### src/hw/rtl/tpg_pkg.sv
// Types and constants shared by the two-peak profile generator.
// No dependencies.
`default_nettype none

package tpg_pkg;

    localparam int unsigned MAX_PROFILE_SAMPLES = 65535;
    localparam int unsigned DATA_W  = 16;
    localparam int unsigned ACC_W   = 40;
    localparam int unsigned DIV_W   = 33;
    localparam int unsigned CNT_W   = 6;

    typedef logic [2:0] tpg_reg_idx_t;
    typedef logic [2:0] tpg_seg_t;

    localparam tpg_reg_idx_t REG_SHAPE     = 3'd0;
    localparam tpg_reg_idx_t REG_LEAD      = 3'd1;
    localparam tpg_reg_idx_t REG_P1_LEN    = 3'd2;
    localparam tpg_reg_idx_t REG_P1_HGT    = 3'd3;
    localparam tpg_reg_idx_t REG_P2_LEN    = 3'd4;
    localparam tpg_reg_idx_t REG_P2_HGT    = 3'd5;
    localparam tpg_reg_idx_t REG_OFFSET    = 3'd6;
    localparam tpg_reg_idx_t REG_INTERVAL  = 3'd7;

    localparam tpg_seg_t SEG_LEAD    = 3'd0;
    localparam tpg_seg_t SEG_P1_UP   = 3'd1;
    localparam tpg_seg_t SEG_P1_DOWN = 3'd2;
    localparam tpg_seg_t SEG_P2_UP   = 3'd3;
    localparam tpg_seg_t SEG_P2_DOWN = 3'd4;
    localparam tpg_seg_t SEG_REST    = 3'd5;

    localparam logic SHAPE_SQUARE = 1'b0;

    typedef enum logic [2:0] {
        ST_IDLE,
        ST_SEG,
        ST_DIV,
        ST_STEP,
        ST_ACC,
        ST_MAG,
        ST_OUT
    } tpg_state_t;

endpackage

`default_nettype wire

### src/hw/rtl/two_peak_profile_generator.sv
// Two-peak profile generator: one profile sample per input request.
// Depends on tpg_pkg (types, segment and register codes).
//
//   channel | dir | handshake          | payload
//   cfg     | in  | cfg_write          | cfg_index, cfg_data[15:0]
//   s       | in  | s_tvalid/s_tready  | s_tdata[0] restart
//   m       | out | m_tvalid/m_tready  | m_tdata sample_word, m_tuser segment, m_tlast
//
// Square-mode samples and samples outside a peak pass only the SEG and OUT states.
// Triangle ramp samples also pass the bit-serial 33-bit step divider (DIV), then STEP, ACC and MAG.
// s_tready is high only while the sequencer is idle; a finished sample waits in
// the output register and stalls the sequencer only if the previous one is still held.
// Reset is asynchronous; no clearing pass.
`default_nettype none

module two_peak_profile_generator (
    input  wire logic                 clk,
    input  wire logic                 rst_n,
    input  wire logic                 cfg_write,
    input  wire tpg_pkg::tpg_reg_idx_t cfg_index,
    input  wire logic [15:0]          cfg_data,
    input  wire logic                 s_tvalid,
    output logic                      s_tready,
    input  wire logic [7:0]           s_tdata,   // [0] restart
    output logic                      m_tvalid,
    input  wire logic                 m_tready,
    output logic [15:0]               m_tdata,   // [15:0] sample_word
    output logic [2:0]                m_tuser,   // [2:0] segment
    output logic                      m_tlast    // period_end
);
    import tpg_pkg::*;

    // configuration
    logic                shape_reg;
    logic [DATA_W-1:0]   lead_reg, p1_len_reg, p1_hgt_reg, p2_len_reg, p2_hgt_reg;
    logic [DATA_W-1:0]   offset_reg, interval_reg;

    // sequencer and datapath
    tpg_state_t          state_reg, state_next;
    logic [DATA_W-1:0]   position_reg, position_next;
    logic [DATA_W-1:0]   x_reg, x_next;
    tpg_seg_t            seg_reg, seg_next;
    logic                end_reg, end_next;
    logic [DATA_W-1:0]   word_reg, word_next;
    logic                neg_reg, neg_next;
    logic [ACC_W-1:0]    acc_reg, acc_next;
    logic [ACC_W-1:0]    step_reg, step_next;
    logic [DIV_W-1:0]    dq_reg, dq_next;
    logic [DATA_W:0]     rem_reg, rem_next;
    logic [DATA_W-1:0]   divisor_reg, divisor_next;
    logic [CNT_W-1:0]    cnt_reg, cnt_next;
    logic                out_valid_reg, out_valid_next;
    logic [DATA_W-1:0]   out_word_reg, out_word_next;
    tpg_seg_t            out_seg_reg, out_seg_next;
    logic                out_end_reg, out_end_next;

    // segment decode
    logic [DATA_W-1:0]   len_cap, len_eff;
    logic [DATA_W+1:0]   x_w, lead_w, b1, b2, b3, b4;
    logic                in_lead, in_p1, in_p2, in_ramp;
    tpg_seg_t            seg_sq, seg_tri;
    logic [ACC_W-1:0]    off_fx;
    logic [DATA_W-1:0]   h_sel, h_mag;
    logic                end_c;

    // shared arithmetic
    logic [DATA_W:0]     trial;
    logic                trial_ge;
    logic [ACC_W-1:0]    quot_w, acc_mag;
    logic                out_free;

    always_ff @(posedge clk or negedge rst_n)
    begin
        if (!rst_n)
        begin
            shape_reg    <= 1'b0;
            lead_reg     <= '0;
            p1_len_reg   <= '0;
            p1_hgt_reg   <= '0;
            p2_len_reg   <= '0;
            p2_hgt_reg   <= '0;
            offset_reg   <= '0;
            interval_reg <= 16'd1;
        end
        else if (cfg_write)
        begin
            case (cfg_index)
                REG_SHAPE:    shape_reg    <= cfg_data[0];
                REG_LEAD:     lead_reg     <= cfg_data;
                REG_P1_LEN:   p1_len_reg   <= cfg_data;
                REG_P1_HGT:   p1_hgt_reg   <= cfg_data;
                REG_P2_LEN:   p2_len_reg   <= cfg_data;
                REG_P2_HGT:   p2_hgt_reg   <= cfg_data;
                REG_OFFSET:   offset_reg   <= cfg_data;
                REG_INTERVAL: interval_reg <= cfg_data;
                default:      ;
            endcase
        end
    end

    // segment bounds, computed wide
    always_comb
    begin
        len_cap = ({4'b0, interval_reg} > 20'(MAX_PROFILE_SAMPLES))
                  ? 16'(MAX_PROFILE_SAMPLES) : interval_reg;
        len_eff = (len_cap == '0) ? 16'd1 : len_cap;
        x_w     = {2'b0, x_reg};
        lead_w  = {2'b0, lead_reg};
        b1      = lead_w + {3'b0, p1_len_reg[DATA_W-1:1]};
        b2      = lead_w + {2'b0, p1_len_reg};
        b3      = b2 + {3'b0, p2_len_reg[DATA_W-1:1]};
        b4      = b2 + {2'b0, p2_len_reg};
        in_lead = x_w < lead_w;
        in_p1   = x_w < b2;
        in_p2   = x_w < b4;
        in_ramp = !in_lead && in_p2;

        if (in_lead)
            seg_sq = SEG_LEAD;
        else if (in_p1)
            seg_sq = SEG_P1_UP;
        else if (in_p2)
            seg_sq = SEG_P2_UP;
        else
            seg_sq = SEG_REST;

        if (in_lead)
            seg_tri = SEG_LEAD;
        else if (!in_p2)
            seg_tri = SEG_REST;
        else if (in_p1)
            seg_tri = (x_w < b1) ? SEG_P1_UP : SEG_P1_DOWN;
        else
            seg_tri = (x_w < b3) ? SEG_P2_UP : SEG_P2_DOWN;

        off_fx = {{(ACC_W-DATA_W-16){offset_reg[DATA_W-1]}}, offset_reg, 16'b0};
        h_sel  = in_p1 ? p1_hgt_reg : p2_hgt_reg;
        h_mag  = h_sel[DATA_W-1] ? 16'(~h_sel + 16'd1) : h_sel;
        end_c  = ({1'b0, x_reg} + 17'd1) >= {1'b0, len_eff};

        trial    = {rem_reg[DATA_W-1:0], dq_reg[DIV_W-1]};
        trial_ge = trial >= {1'b0, divisor_reg};
        quot_w   = {{(ACC_W-DIV_W){1'b0}}, dq_reg};
        acc_mag  = acc_reg[ACC_W-1] ? (~acc_reg + 40'd1) : acc_reg;
        out_free = !out_valid_reg || m_tready;
    end

    // next state
    always_comb
    begin
        state_next = state_reg;
        case (state_reg)
            ST_IDLE:
                if (s_tvalid)
                    state_next = ST_SEG;
            ST_SEG:
                if (shape_reg != SHAPE_SQUARE && in_ramp)
                    state_next = ST_DIV;
                else
                    state_next = ST_OUT;
            ST_DIV:
                if (cnt_reg == '0)
                    state_next = ST_STEP;
            ST_STEP:
                state_next = ST_ACC;
            ST_ACC:
                state_next = ST_MAG;
            ST_MAG:
                state_next = ST_OUT;
            ST_OUT:
                if (out_free)
                    state_next = ST_IDLE;
            default:
                state_next = ST_IDLE;
        endcase
    end

    // datapath and outputs
    always_comb
    begin
        s_tready       = (state_reg == ST_IDLE);
        position_next  = position_reg;
        x_next         = x_reg;
        seg_next       = seg_reg;
        end_next       = end_reg;
        word_next      = word_reg;
        neg_next       = neg_reg;
        acc_next       = acc_reg;
        step_next      = step_reg;
        dq_next        = dq_reg;
        rem_next       = rem_reg;
        divisor_next   = divisor_reg;
        cnt_next       = cnt_reg;
        out_valid_next = out_valid_reg && !m_tready;
        out_word_next  = out_word_reg;
        out_seg_next   = out_seg_reg;
        out_end_next   = out_end_reg;

        case (state_reg)
            ST_IDLE:
                if (s_tvalid)
                    x_next = s_tdata[0] ? '0 : position_reg;
            ST_SEG:
            begin
                end_next      = end_c;
                position_next = end_c ? '0 : 16'(x_reg + 16'd1);
                neg_next      = 1'b0;
                if (shape_reg == SHAPE_SQUARE)
                begin
                    seg_next = seg_sq;
                    acc_next = off_fx;
                    if (seg_sq == SEG_P1_UP)
                        word_next = 16'(offset_reg + p1_hgt_reg);
                    else if (seg_sq == SEG_P2_UP)
                        word_next = 16'(offset_reg + p2_hgt_reg);
                    else
                        word_next = offset_reg;
                end
                else
                begin
                    seg_next = seg_tri;
                    if (!in_ramp || x_reg == '0)
                        acc_next = off_fx;
                    word_next    = offset_reg;
                    neg_next     = in_ramp && h_sel[DATA_W-1];
                    dq_next      = {h_mag, 17'b0};
                    rem_next     = '0;
                    divisor_next = in_p1 ? p1_len_reg : p2_len_reg;
                    cnt_next     = CNT_W'(DIV_W - 1);
                end
            end
            ST_DIV:
            begin
                rem_next = trial_ge ? (trial - {1'b0, divisor_reg}) : trial;
                dq_next  = {dq_reg[DIV_W-2:0], trial_ge};
                cnt_next = cnt_reg - 1'b1;
            end
            ST_STEP:
                step_next = neg_reg ? (~quot_w + 40'd1) : quot_w;
            ST_ACC:
                if (seg_reg == SEG_P1_UP || seg_reg == SEG_P2_UP)
                    acc_next = acc_reg + step_reg;
                else
                    acc_next = acc_reg - step_reg;
            ST_MAG:
            begin
                neg_next  = acc_reg[ACC_W-1];
                word_next = acc_mag[31:16];
            end
            ST_OUT:
                if (out_free)
                begin
                    out_valid_next = 1'b1;
                    out_word_next  = neg_reg ? 16'(~word_reg + 16'd1) : word_reg;
                    out_seg_next   = seg_reg;
                    out_end_next   = end_reg;
                end
            default:
                ;
        endcase
    end

    always_ff @(posedge clk or negedge rst_n)
    begin
        if (!rst_n)
        begin
            state_reg     <= ST_IDLE;
            position_reg  <= '0;
            acc_reg       <= '0;
            step_reg      <= '0;
            cnt_reg       <= '0;
            out_valid_reg <= 1'b0;
        end
        else
        begin
            state_reg     <= state_next;
            position_reg  <= position_next;
            acc_reg       <= acc_next;
            step_reg      <= step_next;
            cnt_reg       <= cnt_next;
            out_valid_reg <= out_valid_next;
        end
    end

    always_ff @(posedge clk)
    begin
        x_reg        <= x_next;
        seg_reg      <= seg_next;
        end_reg      <= end_next;
        word_reg     <= word_next;
        neg_reg      <= neg_next;
        dq_reg       <= dq_next;
        rem_reg      <= rem_next;
        divisor_reg  <= divisor_next;
        out_word_reg <= out_word_next;
        out_seg_reg  <= out_seg_next;
        out_end_reg  <= out_end_next;
    end

    assign m_tvalid = out_valid_reg;
    assign m_tdata  = out_word_reg;
    assign m_tuser  = out_seg_reg;
    assign m_tlast  = out_end_reg;

`ifndef SYNTH
    a_busy_after_request: assert property (@(posedge clk) disable iff (!rst_n)
        s_tvalid && s_tready |=> !s_tready)
        else $error("sequencer took a second request");

    a_div_count: assert property (@(posedge clk) disable iff (!rst_n)
        state_reg == ST_DIV |-> cnt_reg <= CNT_W'(DIV_W - 1))
        else $error("divider count out of range");

    a_out_from_seq: assert property (@(posedge clk) disable iff (!rst_n)
        $rose(m_tvalid) |-> $past(state_reg == ST_OUT))
        else $error("result appeared outside the output step");

    a_seg_range: assert property (@(posedge clk) disable iff (!rst_n)
        m_tvalid |-> m_tuser <= SEG_REST)
        else $error("bad segment code");
`endif

endmodule

`default_nettype wire
### config.mk
export PLATFORM = sky130hd
export DESIGN_NAME = two_peak_profile_generator
export DESIGN_NICKNAME = d
export VERILOG_FILES = /design/src/hw/rtl/tpg_pkg.sv /design/src/hw/rtl/two_peak_profile_generator.sv
export SDC_FILE = /design/constraint.sdc
export NUM_CORES = 1
export LEC_CHECK = 0
export CORE_MARGIN = 1
export CORE_UTILIZATION = 40
export CTS_BUF_LIST = sky130_fd_sc_hd__clkbuf_16
export CTS_CLUSTER_SIZE = 30
export DETAILED_ROUTE_END_ITERATION = 16
export DONT_BUFFER_PORTS = 1
export PLACE_DENSITY = 0.6
export SLEW_MARGIN = 20
export SYNTH_ARGS = -nofsm -noshare
export SYNTH_HDL_FRONTEND = slang
export SYNTH_SLANG_ARGS = --single-unit
### constraint.sdc
create_clock -name clk -period 7.6 [get_ports clk]
set_clock_uncertainty 0.05 [all_clocks]
set_input_delay 0.76 -clock clk [delete_from_list [all_inputs] [get_ports clk]]
set_output_delay 0.76 -clock clk [all_outputs]
set_load 0.005 [all_outputs]
Word level (Yosys, flattened, before mapping)
Cells that the tools add are included.
{ "classes": {"bitwise": 4, "eq_ne": 22, "reduce_logical": 33, "n_mux": 41, "add_sub_neg": 16, "magnitude_cmp": 7} }
{ "ops": {"columns": ["operator", "n"], "rows": [
  ["$mux 16", 11],
  ["$mux 40", 4],
  ["$pmux 40 s2", 1],
  ["$pmux 33 s2", 1],
  ["$pmux 16 s2", 2],
  ["$add 16x1->16 const B", 3],
  ["$add 40x1->40 const B", 1],
  ["$add 40x40->40", 1],
  ["$not 33->40", 1],
  ["$sub 40x40->40", 1],
  ["$lt 16x18->1", 2],
  ["$mux 3", 12],
  ["$ge 17x16->1", 2],
  ["$lt 16x17->1", 2],
  ["$mux 33", 1],
  ["$add 16x16->16", 2],
  ["$add 32x1->32 const B", 1],
  ["$logic_not 16->1", 2],
  ["$mux 32", 1],
  ["$not 16->16", 2],
  ["$not 32->32", 1],
  ["$reduce_and 2->1", 13],
  ["$eq 3x3->1 const B", 7],
  ["$pmux 3 s7", 1],
  ["other kinds (24)", 48]
]} }
{ "totals": {"out_inout_bits": 22, "wordCells": 148, "regBits": 341} }

Logic depth before layout (Yosys ltp)
Gate-level depths: netlist (run 1).
{ "logic_depth": {"word_depth": 11, "depth_mapped": 29, "depth_no_buf": 27} }

Least setup slack after synthesis (run 1)
Ideal clock, no wire load.
{ "synth_timing": {"path_type": "reg2reg", "from": "register lead_reg[1]", "to": "register dq_reg[25], data pin", "stages_incl_launch_ff": 29, "setup_time_ps": 257, "arrival_ps": 6127, "n_path_buf": 3, "setup_slack_ps": 1166, "path_cell_list": "dfrtp_1 -> ha_1 -> a21o_1 -> a21oi_1 -> o21ai_0 -> o211ai_1 -> o21ai_0 -> a21oi_1 -> o21bai_1 -> a21oi_1 -> xnor2_1 -> inv_1 -> ha_1 -> nand3_1 -> a2111oi_0 -> a22o_1 -> a31oi_1 -> a211oi_1 -> buf_2 -> buf_2 -> buf_1 -> mux2i_1 -> ha_1 -> or3b_2 -> o31ai_1 -> xor2_1 -> nand2_1 -> o211ai_1 -> nand2_1"} }
{ "synth_between": {"elab_chain_cells": 8} }
{ "synth_lines": {"columns": ["element", "line", "text"], "rows": [
  ["from (decl)", "two_peak_profile_generator.sv:35", "logic [DATA_W-1:0] lead_reg, p1_len_reg, p1_hgt_reg, p2_len_reg, p2_hgt_reg;"],
  ["from (signal assigned)", "two_peak_profile_generator.sv:89", "REG_LEAD: lead_reg <= cfg_data;"],
  ["$add 16x16->17 *", "two_peak_profile_generator.sv:110", "b2 = lead_w + {2'b0, p1_len_reg};"],
  ["$lt 16x17->1 *", "two_peak_profile_generator.sv:114", "in_p1 = x_w < b2;"],
  ["$mux 16 *", "two_peak_profile_generator.sv:137", "h_sel = in_p1 ? p1_hgt_reg : p2_hgt_reg;"],
  ["$not 16->16", "two_peak_profile_generator.sv:138", "h_mag = h_sel[DATA_W-1] ? 16'(~h_sel + 16'd1) : h_sel;"],
  ["$add 16x1->16", "two_peak_profile_generator.sv:138", null],
  ["$mux 16 *", "two_peak_profile_generator.sv:138", null],
  ["$mux 33 *", "two_peak_profile_generator.sv:208", "if (shape_reg == SHAPE_SQUARE)"],
  ["$pmux 33 s2 *", "two_peak_profile_generator.sv:199", "case (state_reg)"],
  ["named net dq_next[25]", "two_peak_profile_generator.sv:48", "logic [DIV_W-1:0] dq_reg, dq_next;"],
  ["to (signal assigned)", "two_peak_profile_generator.sv:292", "dq_reg <= dq_next;"],
  ["to (decl)", "two_peak_profile_generator.sv:48", null]
]} }
Mark *: on every way through the listed nets, which the timed path passes. The rest lies on a longest branch. The select of a mux whose other input is x is not followed.
A chain may end at the register's enable or synchronous reset.

Final worst setup path (run 1)
{ "layout_timing": {"from": "register lead_reg[0]", "to": "register word_reg[8], data pin"} }
{ "layout_between": {"elab_chain_cells": 11} }
{ "layout_lines": {"columns": ["element", "line", "text"], "rows": [
  ["$add 16x16->17", "two_peak_profile_generator.sv:110", null],
  ["$add 17x16->18", "two_peak_profile_generator.sv:112", "b4 = b2 + {2'b0, p2_len_reg};"],
  ["$lt 16x18->1", "two_peak_profile_generator.sv:115", "in_p2 = x_w < b4;"],
  ["$mux 3", "two_peak_profile_generator.sv:122", "else if (in_p2)"],
  ["$mux 3", "two_peak_profile_generator.sv:120", "else if (in_p1)"],
  ["$mux 3 *", "two_peak_profile_generator.sv:118", "if (in_lead)"],
  ["$eq 3x2->1", "two_peak_profile_generator.sv:214", "else if (seg_sq == SEG_P2_UP)"],
  ["$mux 16", "two_peak_profile_generator.sv:214", null],
  ["$mux 16 *", "two_peak_profile_generator.sv:212", "if (seg_sq == SEG_P1_UP)"],
  ["$mux 16 *", "two_peak_profile_generator.sv:208", null],
  ["$pmux 16 s2 *", "two_peak_profile_generator.sv:199", null],
  ["named net word_next[8]", "two_peak_profile_generator.sv:44", "logic [DATA_W-1:0] word_reg, word_next;"],
  ["to (signal assigned)", "two_peak_profile_generator.sv:290", "word_reg <= word_next;"],
  ["to (decl)", "two_peak_profile_generator.sv:44", null]
]} }
Mark *: on every way through the listed nets, which the timed path passes. The rest lies on a longest branch.

==> impl_metrics.py, run 1 <==
metrics = {
    "place": {
        "gp_congestion": 0.900,
        "io_buffer_count": 0,
        "hpwlAfterDp_um": 52700,
    },
    "grt": {
        "first_global_vias": 19600,
        "grt_util_met1": 0.305,
        "grt_max_degree": 219,
        "use_met2": 0.374,
        "grt_overflow": 0,
        "groute.usage.overall": 0.226,
        "antenna_found_initial": 5,
        "busiest_layer": "met2",
        "grtUsageMet3": 0.0356,
        "grt_pass1_wl_um": 112000,
    },
    "timing": {
        "slew_viol_final": 0,
        "grt_setup_unrepaired": "false",
        "tns_ps": 0,
        "timing.fmax_mhz": 144,
        "hold_viol": 0,
        "hold_slack_ps": 46.0,
        "slew_headroom": 0.248,
        "min_period_ps": 6930,
        "tightest_slew_ps": 1120,
        "fin_crit_sh": 0.911,
        "setup_viol": 0,
    },
    "outcome": {
        "status": "complete, no violations",
    },
    "floorplanning": {
        "rows": 91,
        "core_sq_um": 61700,
        "start_util": 0.405,
        "die_y_um": 252,
        "dieArea_sq_um": 63500,
        "chipWidth_um": 252,
        "io_pins": 54,
    },
    "finish": {
        "drive_gt1_frac": 0.0935,
        "areaGrowthSynthToFinish_pct": 10.1,
        "layout.area.seq_sq_um": 9150,
        "nets": 2908,
        "multi_input_area_sq_um": 15100,
        "final_util": 0.446,
        "final.fill_count": 5915,
    },
    "synthesis": {
        "syn_inst": 2623,
        "syn_nets": 2911,
        "synth_area_per_cell_sq_um": 9.53,
        "yosysWarningCount": 0,
        "ys_seq_elements": 341,
        "synth_edf_count": 122,
        "ys_async_sr_fraction": 0.642,
        "synthesis.area_sq_um": 25000,
        "ys_seq_area_frac": 0.366,
        "yosysUniqueCellTypes": 81,
        "ys_dominant_reg_cell": "dfrtp_1",
    },
    "cts": {
        "clkTransAtPathRegs_ps": 60,
        "clock_latency_ps": 590,
        "numCtsBuffers": 41,
        "cts_sinks": 341,
        "cts.path.max_buffers": 3,
        "htree_num_levels": 2,
        "cts_tree": "built",
        "cts-root-buf": "clkbuf_16",
    },
    "setup_path": {
        "cp-start-kind": "register",
        "cp-end-kind": "register",
        "r2r_setup_slack_ps": 670,
        "crit_arrival_ps": 7180,
        "crit_type": "reg -> reg",
        "worstPathRequired_ps": 7860,
        "crit_path_max_fanout": 10,
    },
    "routing": {
        "via_per_inst": 5.66,
        "drt_iter0_markers": 1376,
        "drc": 0,
        "drt_wl_total_um": 71400,
        "wl_per_cell_um": 20.4,
        "dr.pass1.iters": 5,
        "drtAntennaViolNets": 0,
        "vias": 19800,
    },
    "power_and_ir_drop": {
        "powerDensity_nw_per_um2": 505,
        "p_total_w": 0.0139,
        "ir_worst_vdd_uv": 359,
        "p_leak_nw": 11.9,
    },
    "job": {
        "drv_cap": 0,
    },
    "worst_hold_path": {
        "hold_path_class": "in -> async",
    },
}
## cell type report
type | count | share of cell area
Inverter | 135 | 0.0184
Sequential cell | 341 | 0.332
Timing Repair Buffer | 28 | 0.00918
Tap cell | 837 | 0.0381
Clock inverter | 32 | 0.0115
Clock buffer | 44 | 0.0400
Antenna cell | 3 | 0.000273
Multi-Input combinational cell | 2073 | 0.550
## cells in the mapped netlist, types with 7 or more instances
cell	count	area, sq um
or2_2	15	93.8
a221o_1	8	80.1
o21bai_1	16	120
o21ai_0	233	1170
fa_1	8	160
a21o_1	64	480
o22ai_1	10	62.6
mux2_2	112	1260
o31ai_1	44	330
dfrtp_1	218	5460
ha_1	248	3100
nor2_1	133	499
clkbuf_1	66	248
a31oi_1	16	100
nor4_1	15	93.8
nor3_1	46	230
a211o_1	11	96.3
nor2b_1	41	257
and2_1	21	131
mux2i_1	44	440
a21oi_1	133	666
inv_1	133	499
o41ai_1	12	105
nand4_1	20	125
nand2b_1	33	206
nand2_1	238	893
o21a_1	30	225
edfxtp_1	122	3660
and3_1	11	68.8
o211ai_1	19	143
xnor2_1	138	1210
a211oi_1	22	165
or3_1	46	288
or4_1	12	90.1
nand3_1	55	275
xor2_1	118	1030
a22o_1	7	61.3
## critical path: stages, from the launching register on
cell and delay [ps]:
dfrtp_1 410, ha_1 200, inv_1 60, fa_1 410, nor2b_1 190, o31a_1 220, o221ai_1 160, nor2b_1 170
xnor2_1 390, ha_1 340, or2_2 280, o211a_1 160, a221o_1 340, a21oi_1 280, xnor2_1 130, ha_1 220
a2111oi_0 550, o2111ai_1 260, a31oi_1 380, o311ai_2 200, nor2_1 710, a22oi_1 230, o211ai_1 180, o21ai_0 120
## stage by stage
stage	worst slack [ps]	instances	instance area [sq um]
2_1_floorplan	1170	2623	25000
3_3_place_gp	675	3411	26000
3_5_place_dp	559	3411	26000
4_1_cts	539	3489	27500
5_1_grt	259	3490	27500
6_report	674	3493	27500
## worst paths after layout
path / startpoint / cells past startpoint / endpoint
setup / recovery: lead_reg[0] / 23 / word_reg[8]
hold / removal: rst_n / 1 / acc_reg[32]
setup reg to reg: lead_reg[0] / 23 / word_reg[8]
hold reg to reg: position_reg[3] / 2 / position_reg[3]
max in group asynchronous: rst_n / 2 / p2_len_reg[13]
min in group clk: cfg_data[1] / 2 / p2_len_reg[1]
## repair_timing
item | 4_1_cts | 5_1_grt
hold buffers | 2 | 0
buffers inserted | 0 | 0
hold endpoints to repair | 218 | 0
resized for setup | 0 | 1
endpoints found under the setup margin | 0 | 4
## cells by family after synthesis
family                   synth area share
flip-flops                          0.366
AO/OA/AOI/OAI                       0.173
buffers and inverters              0.0317
adder cells (fa/ha/maj)             0.131
multiplexers                       0.0681
AND/OR/NAND/NOR                     0.141
XOR/XNOR                           0.0897
## where the power goes
part	internal (W)	switching [W]
Combinational	0.00359	0.00471
Sequential	0.00273	0.000785
Clock	0.00123	0.000855
Total	0.00755	0.00635
## routing by layer
| metal | part of all wire | vias up |
|---|---|---|
| li1 | - | 9565 |
| met3 | 0.049 | 97 |
| met5 | 0 | - |
| met1 | 0.46 | 9700 |
| met2 | 0.46 | 394 |
| met4 | 0.026 | 0 |
## cell usage in the layout, fill, tap and decap left out, drive strengths merged, types with 8 or more instances in the layout
| cell | netlist | layout |
|---|---|---|
| nand2 | 238 | 238 |
| xor2 | 118 | 118 |
| clkinv | 1 | 14 |
| buf | 8 | 27 |
| nand2b | 33 | 33 |
| nand4 | 20 | 20 |
| xnor2 | 138 | 138 |
| nor2b | 41 | 41 |
| fa | 8 | 8 |
| o41ai | 12 | 12 |
| or2 | 15 | 15 |
| o22ai | 10 | 10 |
| a211o | 11 | 11 |
| clkbuf | 66 | 44 |
| o21bai | 16 | 16 |
| dfrtp | 218 | 218 |
| or4 | 16 | 16 |
| ha | 248 | 248 |
| a31oi | 16 | 16 |
| mux2 | 112 | 112 |
| nand3 | 55 | 55 |
| a211oi | 22 | 22 |
| nor3 | 46 | 46 |
| edfxtp | 122 | 122 |
| a21o | 64 | 64 |
| o211ai | 19 | 19 |
| mux2i | 44 | 44 |
| nor2 | 133 | 133 |
| inv | 134 | 147 |
| a21oi | 133 | 133 |
| and3 | 11 | 11 |
| or3 | 47 | 47 |
| a221o | 8 | 8 |
| o21ai | 240 | 240 |
| o21a | 30 | 30 |
| and2 | 23 | 23 |
| o31ai | 44 | 44 |
| nor4 | 15 | 15 |
No activity file was read; power rests on OpenSTA's default activity.
==> inputs of run 2 (changes only) <==
==> constraint.sdc (replaced) <==
create_clock -name clk -period 6.4 [get_ports clk]
set_clock_uncertainty 0.05 [all_clocks]
set_input_delay 0.64 -clock clk [delete_from_list [all_inputs] [get_ports clk]]
set_output_delay 0.64 -clock clk [all_outputs]
set_load 0.005 [all_outputs]
==> run 2 against run 1 <==
Via count increased by 1.8%; largest power group unchanged; non-clock buffer count up 38; power is 21% higher; final cell count rose by 0.97%; first-iteration DRC count up 3.6%; design area up 1.0%; register-to-register slack lost 340 ps; fmax is 14% higher; sequential cell count unchanged; largest cell class unchanged.
==> impl_metrics.py, run 2 (same netlist as run 1, synthesis figures left out) <==
metrics = {
    "outcome": {
        "status": "complete, no violations",
    },
    "setup_path": {
        "crit_arrival_ps": 6440,
        "crit_path_max_fanout": 9,
        "crit_type": "reg -> reg",
        "reg2regPathDepth": 26,
        "cp-end-kind": "register",
        "r2r-start": "lead_reg[0]",
        "worstPathRequired_ps": 6770,
        "cp-start-kind": "register",
        "reg2reg_to": "word_reg[4]",
        "r2r_setup_slack_ps": 330,
    },
    "finish": {
        "multi_input_area_sq_um": 15200,
        "layout_commonest_cell": "ha_1",
        "final.fill_count": 5890,
        "areaGrowthSynthToFinish_pct": 11.2,
        "final_cell_mix": "ha_1 (248), nand2_1 (237), o21ai_0 (231)",
        "num_antenna_cells": 0,
        "nets": 2946,
        "final_util": 0.451,
        "drive_gt1_frac": 0.108,
        "fin_area_sq_um": 27800,
        "layout.area.seq_sq_um": 9150,
    },
    "place": {
        "gp_congestion": 0.913,
        "dpl_worst_slack_ps": -139,
        "place_area_sq_um": 26300,
        "hpwlAfterDp_um": 53500,
        "io_buffer_count": 0,
    },
    "floorplanning": {
        "rows": 91,
        "io_pins": 54,
        "start_util": 0.405,
        "core_sq_um": 61700,
        "dieArea_sq_um": 63500,
        "die_y_um": 252,
        "chipWidth_um": 252,
    },
    "timing": {
        "slew_headroom": 0.297,
        "fin_crit_sh": 0.948,
        "slew_viol_final": 0,
        "setup_viol": 0,
        "min_period_ps": 6070,
        "tightest_slew_ps": 1050,
        "grt_setup_unrepaired": "true",
        "timing.fmax_mhz": 165,
        "layout_setup_ws_ps": 334,
        "hold_slack_ps": 143,
        "hold_viol": 0,
    },
    "worst_hold_path": {
        "hold_path_class": "in -> reg",
        "hp-start": "cfg_data[1]",
        "hold_depth": 2,
        "min_to": "lead_reg[1]",
    },
    "grt": {
        "grt_overflow": 0,
        "antenna_found_initial": 2,
        "groute.usage.overall": 0.227,
        "grt_pass1_wl_um": 113000,
        "first_global_vias": 19700,
        "grt_max_degree": 220,
    },
    "cts": {
        "clkTransAtPathRegs_ps": 60,
        "cts_sinks": 341,
        "cts_tree": "built",
        "htree_num_levels": 2,
        "numCtsBuffers": 41,
        "cts-root-buf": "clkbuf_16",
        "cts.path.max_buffers": 3,
        "clock_latency_ps": 580,
    },
    "routing": {
        "vias": 20100,
        "drtAntennaViolNets": 0,
        "dr.pass1.iters": 5,
        "drc": 0,
        "via_per_inst": 5.70,
        "drt_wl_total_um": 72100,
        "drt_iter0_markers": 1425,
        "wl_per_cell_um": 20.4,
    },
    "power_and_ir_drop": {
        "ir_worst_vdd_uv": 342,
        "powerDensity_nw_per_um2": 603,
        "p_leak_nw": 12.1,
    },
    "job": {
        "drv_cap": 0,
    },
}
-- run 2: changes by cell type in the layout (fill, tap and decap cells not counted), sizes merged --
cell / before / now
clkinv: 14 / 13
diode: 3 / 0
clkinvlp: 1 / 0
bufinv: 5 / 3
buf: 27 / 64
clkbuf: 44 / 43
inv: 147 / 152
-- run 2: final cells by class --
type	instances	share of cell area
Timing Repair Buffer	66	0.0209
Sequential cell	341	0.329
Inverter	135	0.0182
Multi-Input combinational cell	2073	0.548
Clock inverter	33	0.00823
Tap cell	837	0.0377
Clock buffer	42	0.0378
-- run 2: worst max path at each step --
stage,start,endpoint,cells after the start
final,lead_reg[0],word_reg[4],26
after global routing,lead_reg[0],word_reg[12],29
after CTS,lead_reg[0],word_reg[4],24
after detailed placement,lead_reg[0],word_reg[10],29
after global placement,lead_reg[0],word_reg[10],29
after floorplan,lead_reg[1],dq_reg[25],28
-- run 2: stage by stage --
stage	TNS, ps	cells	power, W
after global routing	-1.78	3527	0.0182
after detailed placement	-676	3445	0.0142
after CTS	0	3521	0.0166
after global placement	-354	3445	0.0139
final	0	3527	0.0168
after floorplan	0	2623	0.0114
-- run 2: worst max-delay path, cell delays in order, from the launching register on --
cell	delay, ps
dfrtp_1	390
ha_1	210
inv_1	70
fa_1	190
nor2b_1	70
o31a_1	270
buf_4	150
o21ai_1	110
nand2b_1	100
xor2_2	170
ha_1	200
or3_1	330
nand2b_1	170
o211a_1	250
a221o_1	360
a21oi_2	200
xnor2_1	90
ha_1	210
a2111oi_1	270
buf_4	180
o2111ai_1	140
a31oi_2	340
o311ai_2	120
buf_4	210
buf_4	190
or4b_2	690
a31oi_1	190
-- run 2: timing repair --
| action | 4_1_cts | 5_1_grt |
|---|---|---|
| pin swaps | 0 | 3 |
| buffers inserted | 0 | 3 |
| setup endpoints to repair | 9 | 65 |
| gates resized for setup | 3 | 22 |
| hold endpoints to repair | 219 | 54 |
| cloned | 0 | 1 |
| hold buffers | 1 | 1 |
-- run 2: report_power, final --
part / switching [W] / internal (W) / total, W
sequential: 0.000937 / 0.00324 / 0.00418
clock: 0.000964 / 0.00131 / 0.00227
combinational: 0.00577 / 0.00455 / 0.0103
total: 0.00767 / 0.00910 / 0.0168
-- run 2: routing by layer --
layer  up-vias  GRT usage  share of wire  wire [um]
li1       9637          -              -          -
met1      9825      0.306           0.45      32400
met2       531      0.368           0.46      33200
met3       124     0.0364          0.056       4040
met4         4     0.0755          0.034       2430
met5         -          0        0.00037         27
==> inputs of run 3 (changes only) <==
--- a/config.mk
+++ b/config.mk
@@ -5,6 +5,8 @@
 export SDC_FILE = /design/constraint.sdc
 export NUM_CORES = 1
 export LEC_CHECK = 0
+export ABC_AREA = 1
+export ABC_CLOCK_PERIOD_IN_PS = 6400
 export CORE_MARGIN = 1
 export CORE_UTILIZATION = 40
 export CTS_BUF_LIST = sky130_fd_sc_hd__clkbuf_16
==> run 3 against run 2 <==
Combinational power fell by 5%; global-route usage fell by 0.38 points; core utilization fell by 0.98 points; worst hold slack worse by 25 ps; design area rose by 2.4%; sequential share of layout area shrank 0.76 points; count of clock-buffer cells in the layout is 2 higher; via count grew 11%; largest power group unchanged.
==> impl_metrics.py, run 3 <==
metrics = {
    "cts": {
        "cts_sinks": 341,
        "clkTransAtPathRegs_ps": 60,
        "cts_tree": "built",
        "cts.path.max_buffers": 3,
        "numCtsBuffers": 42,
        "htree_num_levels": 2,
        "cts-root-buf": "clkbuf_16",
        "clock_latency_ps": 570,
    },
    "routing": {
        "drc": 0,
        "drt_iter0_markers": 1726,
        "wl_per_cell_um": 17.2,
        "drtAntennaViolNets": 0,
        "dr.pass1.iters": 5,
        "drt_wl_total_um": 73800,
        "via_per_inst": 5.20,
        "vias": 22300,
    },
    "timing": {
        "hold_viol": 0,
        "grt_setup_unrepaired": "false",
        "tightest_slew_ps": 1060,
        "timing.fmax_mhz": 180,
        "slew_viol_final": 0,
        "slew_headroom": 0.290,
        "fin_crit_sh": 0.870,
        "min_period_ps": 5570,
        "setup_viol": 0,
        "tns_ps": 0,
    },
    "floorplanning": {
        "dieArea_sq_um": 66500,
        "rows": 93,
        "die_y_um": 258,
        "core_sq_um": 64600,
        "io_pins": 54,
        "chipWidth_um": 258,
        "start_util": 0.406,
    },
    "power_and_ir_drop": {
        "p_leak_nw": 13.6,
        "powerDensity_nw_per_um2": 563,
        "ir_worst_vdd_uv": 263,
    },
    "place": {
        "gp_congestion": 0.889,
        "io_buffer_count": 0,
        "hpwlAfterDp_um": 56200,
        "dp_cells": 4216,
    },
    "grt": {
        "grt_pass1_wl_um": 117000,
        "first_global_vias": 21300,
        "grt_max_degree": 220,
        "grt_overflow": 0,
        "antenna_found_initial": 1,
        "groute.usage.overall": 0.223,
    },
    "synthesis": {
        "ys_dominant_reg_cell": "dfrtp_1",
        "syn_nets": 3710,
        "synthesis.area_sq_um": 26200,
        "ys_seq_elements": 341,
        "ys_seq_area_frac": 0.349,
        "ys_async_sr_fraction": 0.642,
        "synthDominantCellAreaShare": 0.208,
        "syn_inst": 3422,
        "synth_area_per_cell_sq_um": 7.66,
        "synth_edf_count": 122,
        "yosys.area.top_type": "dfrtp_1",
        "yosysWarningCount": 0,
        "yosysMostFrequentCell": "nand2_1",
        "yosysUniqueCellTypes": 70,
        "synthTopCellsByCount": "nand2_1 (713), inv_1 (450), o21ai_0 (366)",
        "synth_area_leaders": "dfrtp_1 (21%), edfxtp_1 (14%), ha_1 (12%)",
    },
    "setup_path": {
        "crit_type": "reg -> reg",
        "r2r-start": "lead_reg[0]",
        "crit_arrival_ps": 5990,
        "reg2reg_to": "acc_reg[21]",
        "cp-start-kind": "register",
        "worstPathRequired_ps": 6820,
        "critPathMaxStageDelay_ps": 500,
        "crit_path_frequent_cell": "o21ai_0",
        "reg2regPathDepth": 28,
        "crit_path_max_fanout": 58,
        "r2r_setup_slack_ps": 830,
        "slowest_stage": "buf_4",
        "cp-end-kind": "register",
    },
    "finish": {
        "final_cells": 4295,
        "final_util": 0.441,
        "final.fill_count": 6524,
        "layout_commonest_cell": "nand2_1",
        "final_cell_mix": "nand2_1 (709), inv_1 (459), o21ai_0 (366)",
        "nets": 3696,
        "areaGrowthSynthToFinish_pct": 8.64,
        "drive_gt1_frac": 0.0494,
    },
    "worst_hold_path": {
        "min_to": "m_tvalid",
        "hp-start": "m_tready",
        "hold_depth": 1,
        "hold_path_class": "in -> reg",
    },
    "job": {
        "drv_cap": 0,
    },
    "outcome": {
        "status": "complete, no violations",
    },
}
[run 3: worst max path at each step]
| stage | depth (start not counted) | start | end |
|---|---|---|---|
| after floorplan | 29 | lead_reg[0] | word_reg[7] |
| after global placement | 27 | lead_reg[1] | acc_reg[21] |
| after detailed placement | 28 | lead_reg[0] | acc_reg[21] |
| after CTS | 27 | lead_reg[1] | acc_reg[21] |
| after global routing | 28 | lead_reg[0] | acc_reg[22] |
| final | 28 | lead_reg[0] | acc_reg[21] |
[run 3: metrics by stage]
| stage | worst slack (ps) | area [sq um] | hold slack [ps] | power (W) |
|---|---|---|---|---|
| floorplan | 1870 | 26200 | 294 | 0.0111 |
| global placement | 953 | 27100 | 329 | 0.0135 |
| detailed placement | 924 | 27100 | 330 | 0.0136 |
| CTS | 880 | 28400 | 83.9 | 0.0161 |
| global route | 366 | 28500 | 118 | 0.0176 |
| finish | 832 | 28500 | 118 | 0.0160 |
[run 3: routing by layer]
metal	up-vias	GRT usage	share of wire
met5	-	0	0
met4	0	0.0653	0.026
met3	99	0.0239	0.040
met2	408	0.369	0.46
met1	10400	0.307	0.47
li1	11400	-	-
[run 3: cells by family after synthesis]
group | share of synthesized area
compound gates | 0.167
xor+xnor | 0.0701
fa+ha+maj | 0.125
buf+inv | 0.0818
flops | 0.349
simple gates | 0.207
[run 3: layout make-up]
type                    count  area, sq um  share of cell area
flip-flops and latches    341         9150               0.321
well taps                 855         1070              0.0376
multi-input cells        2534        14900               0.525
inverters                 462         1740              0.0610
diodes                      1         2.50           0.0000879
repair buffers             27          245             0.00861
clock buffers              44         1100              0.0387
clock inverters            31          229             0.00804
[run 3: worst max-delay path: cells and delay by family, from the launching register on]
family	cells	cell delay, ps
adders and majority gates	4	1260
and+or+nand+nor	9	1050
DFF	1	400
xor gates and xnor gates	2	340
AOI/OAI and AO/OA	10	1670
buffers and inverters	3	670
[run 3: timing repair]
item                                   CTS  global route
hold buffers                             1             1
gates resized for setup                  0             0
buffers inserted                         0             0
endpoints found under the hold margin  219            45
[run 3: power breakdown]
part | leakage [nW] | switching [W] | internal, W | total [W]
Clock | 0.690 | 0.000993 | 0.00136 | 0.00236
Sequential | 3.91 | 0.000728 | 0.00320 | 0.00393
Combinational | 8.96 | 0.00631 | 0.00344 | 0.00975
Total | 13.6 | 0.00803 | 0.00801 | 0.0160
